## config.mk

```make
export PLATFORM = sky130hd
export DESIGN_NAME = rtpm_ctrl
export DESIGN_NICKNAME = d
export VERILOG_FILES = /design/src/rtpm_pkg.sv /design/src/rtpm_ctrl.sv
export SDC_FILE = /design/constraint.sdc
export NUM_CORES = 1
export LEC_CHECK = 0
export BUFFER_PORTS_ARGS = -buffer_cell sky130_fd_sc_hd__buf_2
export CAP_MARGIN = 25
export CORE_MARGIN = 10
export CORE_UTILIZATION = 30
export CTS_CLUSTER_SIZE = 20
export DETAILED_ROUTE_END_ITERATION = 8
export PLACE_DENSITY = 0.58
export SYNTH_ARGS = -nofsm -noshare
export SYNTH_HDL_FRONTEND = slang
export SYNTH_SLANG_ARGS = --single-unit
```

## constraint.sdc

```tcl
create_clock -name i_clk -period 4.07 [get_ports i_clk]
set_input_delay 0 -clock i_clk [delete_from_list [all_inputs] [get_ports i_clk]]
set_output_delay 0 -clock i_clk [all_outputs]
set_load 0.05 [all_outputs]
```

## src/rtpm_pkg.sv

```systemverilog
// Shared types, codes and helpers for the prefix match route table.
package rtpm_pkg;

    localparam logic [1:0] MODE_ADD    = 2'd0;
    localparam logic [1:0] MODE_DELETE = 2'd1;
    localparam logic [1:0] MODE_LOOKUP = 2'd2;
    localparam logic [1:0] MODE_WIPE   = 2'd3;

    localparam logic [1:0] ST_OK        = 2'd0;
    localparam logic [1:0] ST_NOT_FOUND = 2'd1;
    localparam logic [1:0] ST_HOPS_FULL = 2'd2;
    localparam logic [1:0] ST_TABLE_FULL = 2'd3;

    localparam int FLAG_DIRECT = 1;
    localparam int FLAG_STATIC = 2;
    localparam int FLAG_AUTO   = 3;

    localparam logic [1:0] SW_EXACT = 2'd0;
    localparam logic [1:0] SW_LPM   = 2'd1;
    localparam logic [1:0] SW_AUTO  = 2'd2;
    localparam logic [1:0] SW_CLEAR = 2'd3;

    localparam logic [5:0] MAX_LEN = 6'd32;

    typedef struct packed {
        logic [1:0]  mode;
        logic [31:0] address;
        logic [5:0]  prefix_length;
        logic [31:0] next_hop;
        logic [15:0] interface_req;
        logic [3:0]  route_flags;
    } t_req;

    typedef struct packed {
        logic [1:0]  status;
        logic [31:0] match_prefix;
        logic [5:0]  match_length;
        logic [31:0] hop_address;
        logic [15:0] hop_interface;
        logic [3:0]  hop_flags;
    } t_result;

    typedef struct packed {
        logic [31:0] prefix;
        logic [5:0]  length;
        logic [31:0] dyn_hop;
        logic [15:0] dyn_port;
        logic [3:0]  dyn_marks;
        logic [3:0]  total;
    } t_entry;

    typedef struct packed {
        logic [31:0] hop;
        logic [15:0] port;
        logic [3:0]  marks;
    } t_hop;

    typedef struct packed {
        logic       load;
        logic       sweep;
        logic [1:0] sw_kind;
        logic       take_auto;
        logic       sel_hit;
        logic       new_ent;
        logic       take_ent;
        logic       set_dyn;
        logic       zero_dyn;
        logic       tot_zero;
        logic       k_zero;
        logic       k_inc;
        logic       del_hit;
        logic       mv_last;
        logic       wr_st_new;
        logic       wr_ent;
        logic       free_chk;
        logic       clr_all;
        logic       res_dyn;
        logic       res_st;
        logic       st_take;
        logic       wb_auto;
        logic       set_status;
        logic [1:0] status;
        logic       emit;
    } t_cmd;

    typedef struct packed {
        logic [1:0] mode;
        logic [3:0] flags;
        logic       gw_zero;
        logic       sw_done;
        logic       hit;
        logic       free;
        logic       full_st;
        logic       k_end;
        logic       dyn_live;
        logic       st_port_nz;
        logic       st_auto;
        logic       st_match;
        logic       auto_nz;
        logic       old_dir;
    } t_stat;

    function automatic logic [31:0] len_mask(input logic [5:0] len);
        return (len == 6'd0) ? 32'h0 : (32'hFFFF_FFFF << (MAX_LEN - len));
    endfunction

endpackage

```

## src/rtpm_ctrl.sv

```systemverilog
// Controller state machine sequencing add, delete, lookup and wipe.
module rtpm_ctrl (
    input  logic           i_clk,
    input  logic           i_rst_n,
    input  logic           i_start,
    input  logic [1:0]     i_mode,
    input  rtpm_pkg::t_stat i_stat,
    output rtpm_pkg::t_cmd  o_cmd,
    output logic           o_busy
);
    import rtpm_pkg::*;

    localparam logic [4:0] S_IDLE   = 5'd0;
    localparam logic [4:0] S_AUTO_A = 5'd1;
    localparam logic [4:0] S_AUTO_W = 5'd2;
    localparam logic [4:0] S_FIND   = 5'd3;
    localparam logic [4:0] S_FIND_W = 5'd4;
    localparam logic [4:0] S_RD     = 5'd5;
    localparam logic [4:0] S_TAKE   = 5'd6;
    localparam logic [4:0] S_ADD    = 5'd7;
    localparam logic [4:0] S_DEL    = 5'd8;
    localparam logic [4:0] S_DK     = 5'd9;
    localparam logic [4:0] S_DK2    = 5'd10;
    localparam logic [4:0] S_DL     = 5'd11;
    localparam logic [4:0] S_DL2    = 5'd12;
    localparam logic [4:0] S_WR_ENT = 5'd13;
    localparam logic [4:0] S_CLR    = 5'd14;
    localparam logic [4:0] S_CLR_W  = 5'd15;
    localparam logic [4:0] S_FREE   = 5'd16;
    localparam logic [4:0] S_LPM    = 5'd17;
    localparam logic [4:0] S_LPM_W  = 5'd18;
    localparam logic [4:0] S_LK     = 5'd19;
    localparam logic [4:0] S_LS     = 5'd20;
    localparam logic [4:0] S_LS2    = 5'd21;
    localparam logic [4:0] S_LA     = 5'd22;
    localparam logic [4:0] S_LA_W   = 5'd23;
    localparam logic [4:0] S_WIPE   = 5'd24;
    localparam logic [4:0] S_EMIT   = 5'd25;

    logic [4:0] r_state;
    logic [4:0] n_state;

    always_ff @(posedge i_clk) begin
        if (!i_rst_n) begin
            r_state <= S_IDLE;
        end else begin
            r_state <= n_state;
        end
    end

    assign o_busy = (r_state != S_IDLE);

    always_comb begin
        n_state = r_state;
        o_cmd   = '0;
        unique case (r_state)
            S_IDLE: begin
                if (i_start) begin
                    o_cmd.load = 1'b1;
                    unique case (i_mode)
                        MODE_ADD:    n_state = S_AUTO_A;
                        MODE_DELETE: n_state = S_FIND;
                        MODE_LOOKUP: n_state = S_LPM;
                        default:     n_state = S_WIPE;
                    endcase
                end
            end
            S_AUTO_A: begin
                if (i_stat.flags[FLAG_AUTO]) begin
                    o_cmd.sweep   = 1'b1;
                    o_cmd.sw_kind = SW_AUTO;
                    n_state       = S_AUTO_W;
                end else begin
                    n_state = S_FIND;
                end
            end
            S_AUTO_W: begin
                if (i_stat.sw_done) begin
                    o_cmd.take_auto = 1'b1;
                    n_state         = S_FIND;
                end
            end
            S_FIND: begin
                o_cmd.sweep   = 1'b1;
                o_cmd.sw_kind = SW_EXACT;
                n_state       = S_FIND_W;
            end
            S_FIND_W: begin
                if (i_stat.sw_done) begin
                    if (i_stat.hit) begin
                        o_cmd.sel_hit = 1'b1;
                        n_state       = S_RD;
                    end else if (i_stat.mode == MODE_ADD && i_stat.free) begin
                        o_cmd.new_ent = 1'b1;
                        n_state       = S_ADD;
                    end else begin
                        o_cmd.set_status = 1'b1;
                        o_cmd.status     = (i_stat.mode == MODE_ADD) ? ST_TABLE_FULL
                                                                     : ST_NOT_FOUND;
                        n_state          = S_EMIT;
                    end
                end
            end
            S_RD: n_state = S_TAKE;
            S_TAKE: begin
                o_cmd.take_ent = 1'b1;
                unique case (i_stat.mode)
                    MODE_ADD:    n_state = S_ADD;
                    MODE_DELETE: n_state = S_DEL;
                    default:     n_state = S_LK;
                endcase
            end
            S_ADD: begin
                if (!i_stat.flags[FLAG_STATIC]) begin
                    o_cmd.set_dyn = 1'b1;
                end else if (i_stat.full_st) begin
                    o_cmd.set_status = 1'b1;
                    o_cmd.status     = ST_HOPS_FULL;
                end else begin
                    o_cmd.wr_st_new = 1'b1;
                end
                n_state = S_WR_ENT;
            end
            S_DEL: begin
                if (!i_stat.flags[FLAG_STATIC]) begin
                    o_cmd.zero_dyn = 1'b1;
                    n_state        = S_WR_ENT;
                end else if (i_stat.gw_zero) begin
                    o_cmd.tot_zero = 1'b1;
                    n_state        = S_WR_ENT;
                end else begin
                    o_cmd.k_zero = 1'b1;
                    n_state      = S_DK;
                end
            end
            S_DK: n_state = i_stat.k_end ? S_WR_ENT : S_DK2;
            S_DK2: begin
                if (i_stat.st_match) begin
                    o_cmd.del_hit = 1'b1;
                    n_state       = S_DL;
                end else begin
                    o_cmd.k_inc = 1'b1;
                    n_state     = S_DK;
                end
            end
            S_DL: n_state = S_DL2;
            S_DL2: begin
                o_cmd.mv_last = 1'b1;
                n_state       = S_WR_ENT;
            end
            S_WR_ENT: begin
                o_cmd.wr_ent = 1'b1;
                if (i_stat.old_dir) begin
                    n_state = S_CLR;
                end else if (i_stat.mode == MODE_DELETE) begin
                    n_state = S_FREE;
                end else begin
                    n_state = S_EMIT;
                end
            end
            S_CLR: begin
                o_cmd.sweep   = 1'b1;
                o_cmd.sw_kind = SW_CLEAR;
                n_state       = S_CLR_W;
            end
            S_CLR_W: begin
                if (i_stat.sw_done) begin
                    n_state = (i_stat.mode == MODE_DELETE) ? S_FREE : S_EMIT;
                end
            end
            S_FREE: begin
                o_cmd.free_chk = 1'b1;
                n_state        = S_EMIT;
            end
            S_LPM: begin
                o_cmd.sweep   = 1'b1;
                o_cmd.sw_kind = SW_LPM;
                n_state       = S_LPM_W;
            end
            S_LPM_W: begin
                if (i_stat.sw_done) begin
                    if (i_stat.hit) begin
                        o_cmd.sel_hit = 1'b1;
                        n_state       = S_RD;
                    end else begin
                        o_cmd.set_status = 1'b1;
                        o_cmd.status     = ST_NOT_FOUND;
                        n_state          = S_EMIT;
                    end
                end
            end
            S_LK: begin
                if (i_stat.dyn_live) begin
                    o_cmd.res_dyn = 1'b1;
                    n_state       = S_EMIT;
                end else begin
                    o_cmd.set_status = 1'b1;
                    o_cmd.status     = ST_NOT_FOUND;
                    o_cmd.k_zero     = 1'b1;
                    n_state          = S_LS;
                end
            end
            S_LS: n_state = i_stat.k_end ? S_EMIT : S_LS2;
            S_LS2: begin
                o_cmd.st_take = 1'b1;
                if (i_stat.st_port_nz) begin
                    o_cmd.res_st = 1'b1;
                    n_state      = S_EMIT;
                end else if (i_stat.st_auto) begin
                    n_state = S_LA;
                end else begin
                    o_cmd.k_inc = 1'b1;
                    n_state     = S_LS;
                end
            end
            S_LA: begin
                o_cmd.sweep   = 1'b1;
                o_cmd.sw_kind = SW_AUTO;
                n_state       = S_LA_W;
            end
            S_LA_W: begin
                if (i_stat.sw_done) begin
                    if (i_stat.auto_nz) begin
                        o_cmd.wb_auto = 1'b1;
                        n_state       = S_EMIT;
                    end else begin
                        o_cmd.k_inc = 1'b1;
                        n_state     = S_LS;
                    end
                end
            end
            S_WIPE: begin
                o_cmd.clr_all = 1'b1;
                n_state       = S_EMIT;
            end
            S_EMIT: begin
                o_cmd.emit = 1'b1;
                n_state    = S_IDLE;
            end
            default: n_state = S_IDLE;
        endcase
    end
endmodule

```

# Word-level counts from Yosys, hierarchy flattened
# Cells that the tools add are included.
totals:
  reg_bits: 5
  input_bits: 23
  output_inout_bits: 28
  word_cells: 122
classes:
  eq_ne: 34
  muxes: 79
  reduce_logical: 8
op_table:
  columns: ["op", "count"]
  rows:
  - ["5-bit one-hot mux with 23 select lines", 1]
  - ["5-bit 2-to-1 mux", 12]
  - ["5-bit equality test (second input constant)", 10]
  - ["5-bit by 4-bit equality test with 1-bit output (second input constant)", 8]
  - ["1-bit 2-to-1 mux", 37]
  - ["3-bit 2-to-1 mux", 11]
  - ["5-bit by 3-bit equality test with 1-bit output (second input constant)", 4]
  - ["4-bit 2-to-1 mux", 4]
  - ["3-bit one-hot mux with 5 select lines", 1]
  - ["5-bit one-hot mux with 3 select lines", 1]
  - ["2-bit 2-to-1 mux", 7]
  - ["2-bit != test (second input constant)", 6]
  - ["3-bit one-hot mux with 4 select lines", 1]
  - ["5-bit by 2-bit equality test with 1-bit output (second input constant)", 2]
  - ["5-bit one-hot mux with 2 select lines", 1]
  - ["6-bit AND reduction", 1]
  - ["5-bit by 1-bit equality test with 1-bit output (second input constant)", 1]
  - ["5-bit logical NOT", 1]
  - ["5-bit nonzero test", 1]
  - ["2-bit by 1-bit equality test with 1-bit output (second input constant)", 2]
  - ["2-bit logical NOT", 2]
  - ["1-bit one-hot mux with 2 select lines", 2]
  - ["2-bit OR reduction", 2]
  - ["1-bit one-hot mux with 3 select lines", 1]
  - ["other kinds (2)", 2]

# Logic depth before layout (Yosys ltp)
logic_depth:
  ltp_word: 6
  mapped_depth: 7
  ltp_nobuf: 5

# Worst setup path after synthesis
# Ideal clock, no wire load.
synth_timing:
  kind: "register to output"
  start: "reg r_state[3]"
  end: "out o_cmd[25] in the netlist's numbering"
  arrival_time_ns: 2.405
  t_required_ns: 4.070
  setup_slack_ns: 1.665
  path_stages_with_launch: 5
  path_cell_list: "dfxtp_1 > buf_6 > buf_6 > buf_6 > o41ai_1"
synth_rtl:
  columns: ["element", "line_no", "text"]
  rows:
  - ["start, declared", "rtpm_ctrl.sv:40", "logic [4:0] r_state;"]
  - ["start signal, assigned", "rtpm_ctrl.sv:47", "r_state <= n_state;"]
  - ["end, declared", "rtpm_ctrl.sv:8", "output rtpm_pkg::t_cmd o_cmd,"]

==> summary.txt <==
Status
  • Outcome: complete, no violations

Layout
  • Final #Nets: between 200 and 300
  • Antenna cells: 0
  • Max reg flops: 5
  • Syn-to-layout area delta: 17.4%
  • Post-Route Utilization: 37.0%
  • Largest registers: r_state x5
  • Most frequent cells in the layout: buf_2 (48), nand2_1 (20), nor2_1 (15), inv_1 (9), nand3_1 (9)
  • Most common cell after layout, fill and taps aside: buf_2
  • Number of fill cells: 490
  • Most flop-heavy register: r_state
  • Finished Layout Cells: 280
  • Share of cells above drive strength 1: 34.6%

Logic synthesis
  • Multiplexer area fraction after synthesis: 0.720%
  • Top FF cell, synth: dfxtp_1
  • Sequential element share of the synthesized area: 7.20%
  • Synth Area in Simple Gates: a little over two fifths
  • Synthesized area per cell: 7.35 um2
  • Async SR Flop Fraction: 0%
  • Post-Synth Adder-Cell Area: 0%
  • Post-synthesis register bit count: 5
  • Largest family of logic cells by synthesized area: simple AND/OR/NAND/NOR gates
  • Post-synth EDFFs: 0
  • Compound-Gate Fraction of Synth Area: 34.7%
  • Synthesized instance count: 189
  • Synthesis warning total: 0
  • Post-synth design cell area: around 1400 um2
  • Unique cell type count in the Yosys netlist: 62
  • Post-synthesis xor/xnor area fraction: 0.630%
  • Syn Nets: 212

Critical path
  • CP startpoint: r_state[0]$_SDFFE_PN0P_
  • Reg2reg start: r_state[0]$_SDFFE_PN0P_
  • Crit Path Max Fanout: 25
  • Crit path kind: reg -> out
  • CP bufs+invs: 1
  • Worst Path Arrival: 2.39 ns
  • CP startpoint kind: register
  • Worst setup EP type: output pin
  • Critical Path Slowest Stage Cell: dfxtp_1
  • CP required: between 4 and 5 ns
  • Crit path largest cell delay: 0.97 ns
  • Critical path's top delay family: flip-flops
  • Crit-path cells: nor2b_1 -> a32oi_1 -> o22ai_1 -> o21bai_1 -> buf_2

STA
  • Setup ws final: 1.68 ns
  • RSZ-0062 raised after global routing: no
  • Worst Max-Slew Pin Slew: about 1 ns
  • Setup_tns: 0 ns
  • Fin Clk Skew: 0.000439 ns
  • Max Clk Rate: 418 MHz
  • Fin crit period: 2.39 ns
  • Final hold violation count: 0
  • Slew Limit Headroom: about a third
  • Final setup fails: 0
  • Final period utilization: between 50% and 60%
  • Pins Over Slew Limit: 0

Floorplan
  • Starting Density: 31.5%
  • FP Rows: 24
  • DIE WIDTH: 88.1 um
  • Total die area: 7760 um2
  • I/O pin cnt: 51
  • Core footprint: 4410 um2
  • Die height: 88.1 um

Pwr
  • Clock power frac: 8.3%
  • Sw Share: 58.9%
  • PD cells: around 670 nW/um2
  • Leakage power: 0.714 nW
  • Psw: 642 uW
  • Peak supply drop: 234 uV
  • Part of the power in combinational logic: 77.8%
  • Power Internal: 448 uW
  • Sequential share of power: 13.9%

Run
  • Max-cap viol count: 0

GRT
  • Largest net degree at the start of global routing: 34
  • Vias in the first global route: 1,493
  • Gr usage total: 11.3%
  • Initial antenna violation count: 0
  • First-pass GRT wire length: 7.36 mm
  • Gr ovfl total: 0

CTS
  • Clk Latency, worst-skew pair: 0.22 ns
  • Clock tree buffer depth: 2
  • Clock slew seen by the registers of the worst setup and hold paths: 0.03 ns
  • Hold buffer count at CTS: 0
  • CTS tree: yes
  • H-tree depth: 1
  • Setup Buffers After CTS: 0
  • CTS buffer count: 3
  • Number of gates resized after CTS: 0
  • CTS root buffer: clkbuf_8
  • CTS sink cnt: 5

Hold path
  • Hold crit path type: in -> reg
  • Min-delay src: i_rst_n

Detailed routing
  • Drc violations: 0
  • Highest Signal Layer: met4
  • Via count: about 1,600
  • ANT nets after route: 0
  • Wire length on met2: 2.39 mm
  • Metal1 wirelength: 1.87 mm
  • Post-Route WL: approximately 4.6 mm
  • DRT iter0 DRCs: about 150
  • WL per Instance: 16.4 um
  • Routed met3 length: 278 um
  • DR pass1 iterations: 4
  • Vias per inst: 5.58

Placed design
  • Final GP Congestion: ~0.85
  • Worst slack, placed: 1.75 ns
  • Post-placement cell count: roughly 280
  • Dpl hpwl: 3.53 mm
  • Port Buffers: 48
==> area by class of cell <==
| class | instances | area, um2 | share of cell area [%] |
|---|---|---|---|
| timing repair buffer | 52 | 290 | 17.8 |
| clock buffer | 4 | 45.0 | 2.76 |
| inverter | 10 | 37.5 | 2.30 |
| tap | 52 | 65.1 | 3.99 |
| multi-input combinational | 157 | 1090 | 67.0 |
| sequential | 5 | 100 | 6.13 |
==> per-layer routing <==
metal | vias to the layer above | global-route usage [%]
met3 | 5 | 1.67
met2 | 46 | 19.8
li1 | 785 | -
met4 | 0 | 3.85
met1 | 725 | 13.7
met5 | - | 0
==> final timing paths <==
check | endpoint | slack, ns | depth (start not counted)
min | r_state[1]$_SDFFE_PN0P_ | 0.09 | 3
max reg2reg | r_state[1]$_SDFFE_PN0P_ | 1.70 | 5
min reg2reg | r_state[2]$_SDFFE_PN0P_ | 0.58 | 2
max | o_cmd[3] | 1.68 | 5
==> power by group through the flow <==
stage               Combinational, mW  Clock, mW  Sequential (mW)
detailed placement              0.814          0            0.166
global route                    0.911     0.0981            0.157
finish                          0.848     0.0903            0.151
global placement                0.815          0            0.167
floorplan                       0.790          0           0.0874
CTS                             0.815     0.0935            0.166
==> kinds of logic (layout without fill, tap and decap cells) <==
kind of cell | after synthesis | after routing
AOI/OAI and AO/OA | 58 | 58
DFF | 5 | 5
and+or+nand+nor | 97 | 97
muxes | 1 | 1
xor gates and xnor gates | 1 | 1
buffers and inverters | 27 | 66
==> cells in the mapped netlist, types with 3 or more instances <==
| cell type | instances | area (um2) |
|---|---|---|
| nand3_1 | 9 | 45.0 |
| buf_2 | 4 | 20.0 |
| nor4_1 | 3 | 18.8 |
| buf_6 | 11 | 124 |
| and3_1 | 6 | 37.5 |
| inv_1 | 9 | 33.8 |
| dfxtp_1 | 5 | 100 |
| nand2_1 | 20 | 75.1 |
| o21a_1 | 3 | 22.5 |
| o2bb2ai_1 | 4 | 35.0 |
| nand3b_1 | 5 | 37.5 |
| or3b_1 | 3 | 26.3 |
| nand2b_1 | 5 | 31.3 |
| o21bai_1 | 3 | 22.5 |
| nor2_1 | 15 | 56.3 |
| a21oi_1 | 7 | 35.0 |
| nor3b_1 | 3 | 22.5 |
| o21ai_0 | 7 | 35.0 |
| a2111oi_2 | 4 | 60.1 |
| o22ai_1 | 5 | 31.3 |
| nor2b_1 | 7 | 43.8 |
| nor3_2 | 3 | 30.0 |
==> tightest hold or removal path, cell delays in order <==
cell	delay (ns)
buf_2	0.13
nand2_1	0.07
o22ai_1	0.06
==> per-stage QoR <==
step	power, mW	hold WS [ns]	instance area, um2
6_report	1.09	0.0920	1630
5_1_grt	1.17	0.102	1630
4_1_cts	1.07	0.0870	1600
3_5_place_dp	0.980	0.315	1560
3_3_place_gp	0.981	0.314	1560
2_1_floorplan	0.878	0.146	1390
Note: power is estimated with default switching activity, not from simulation.
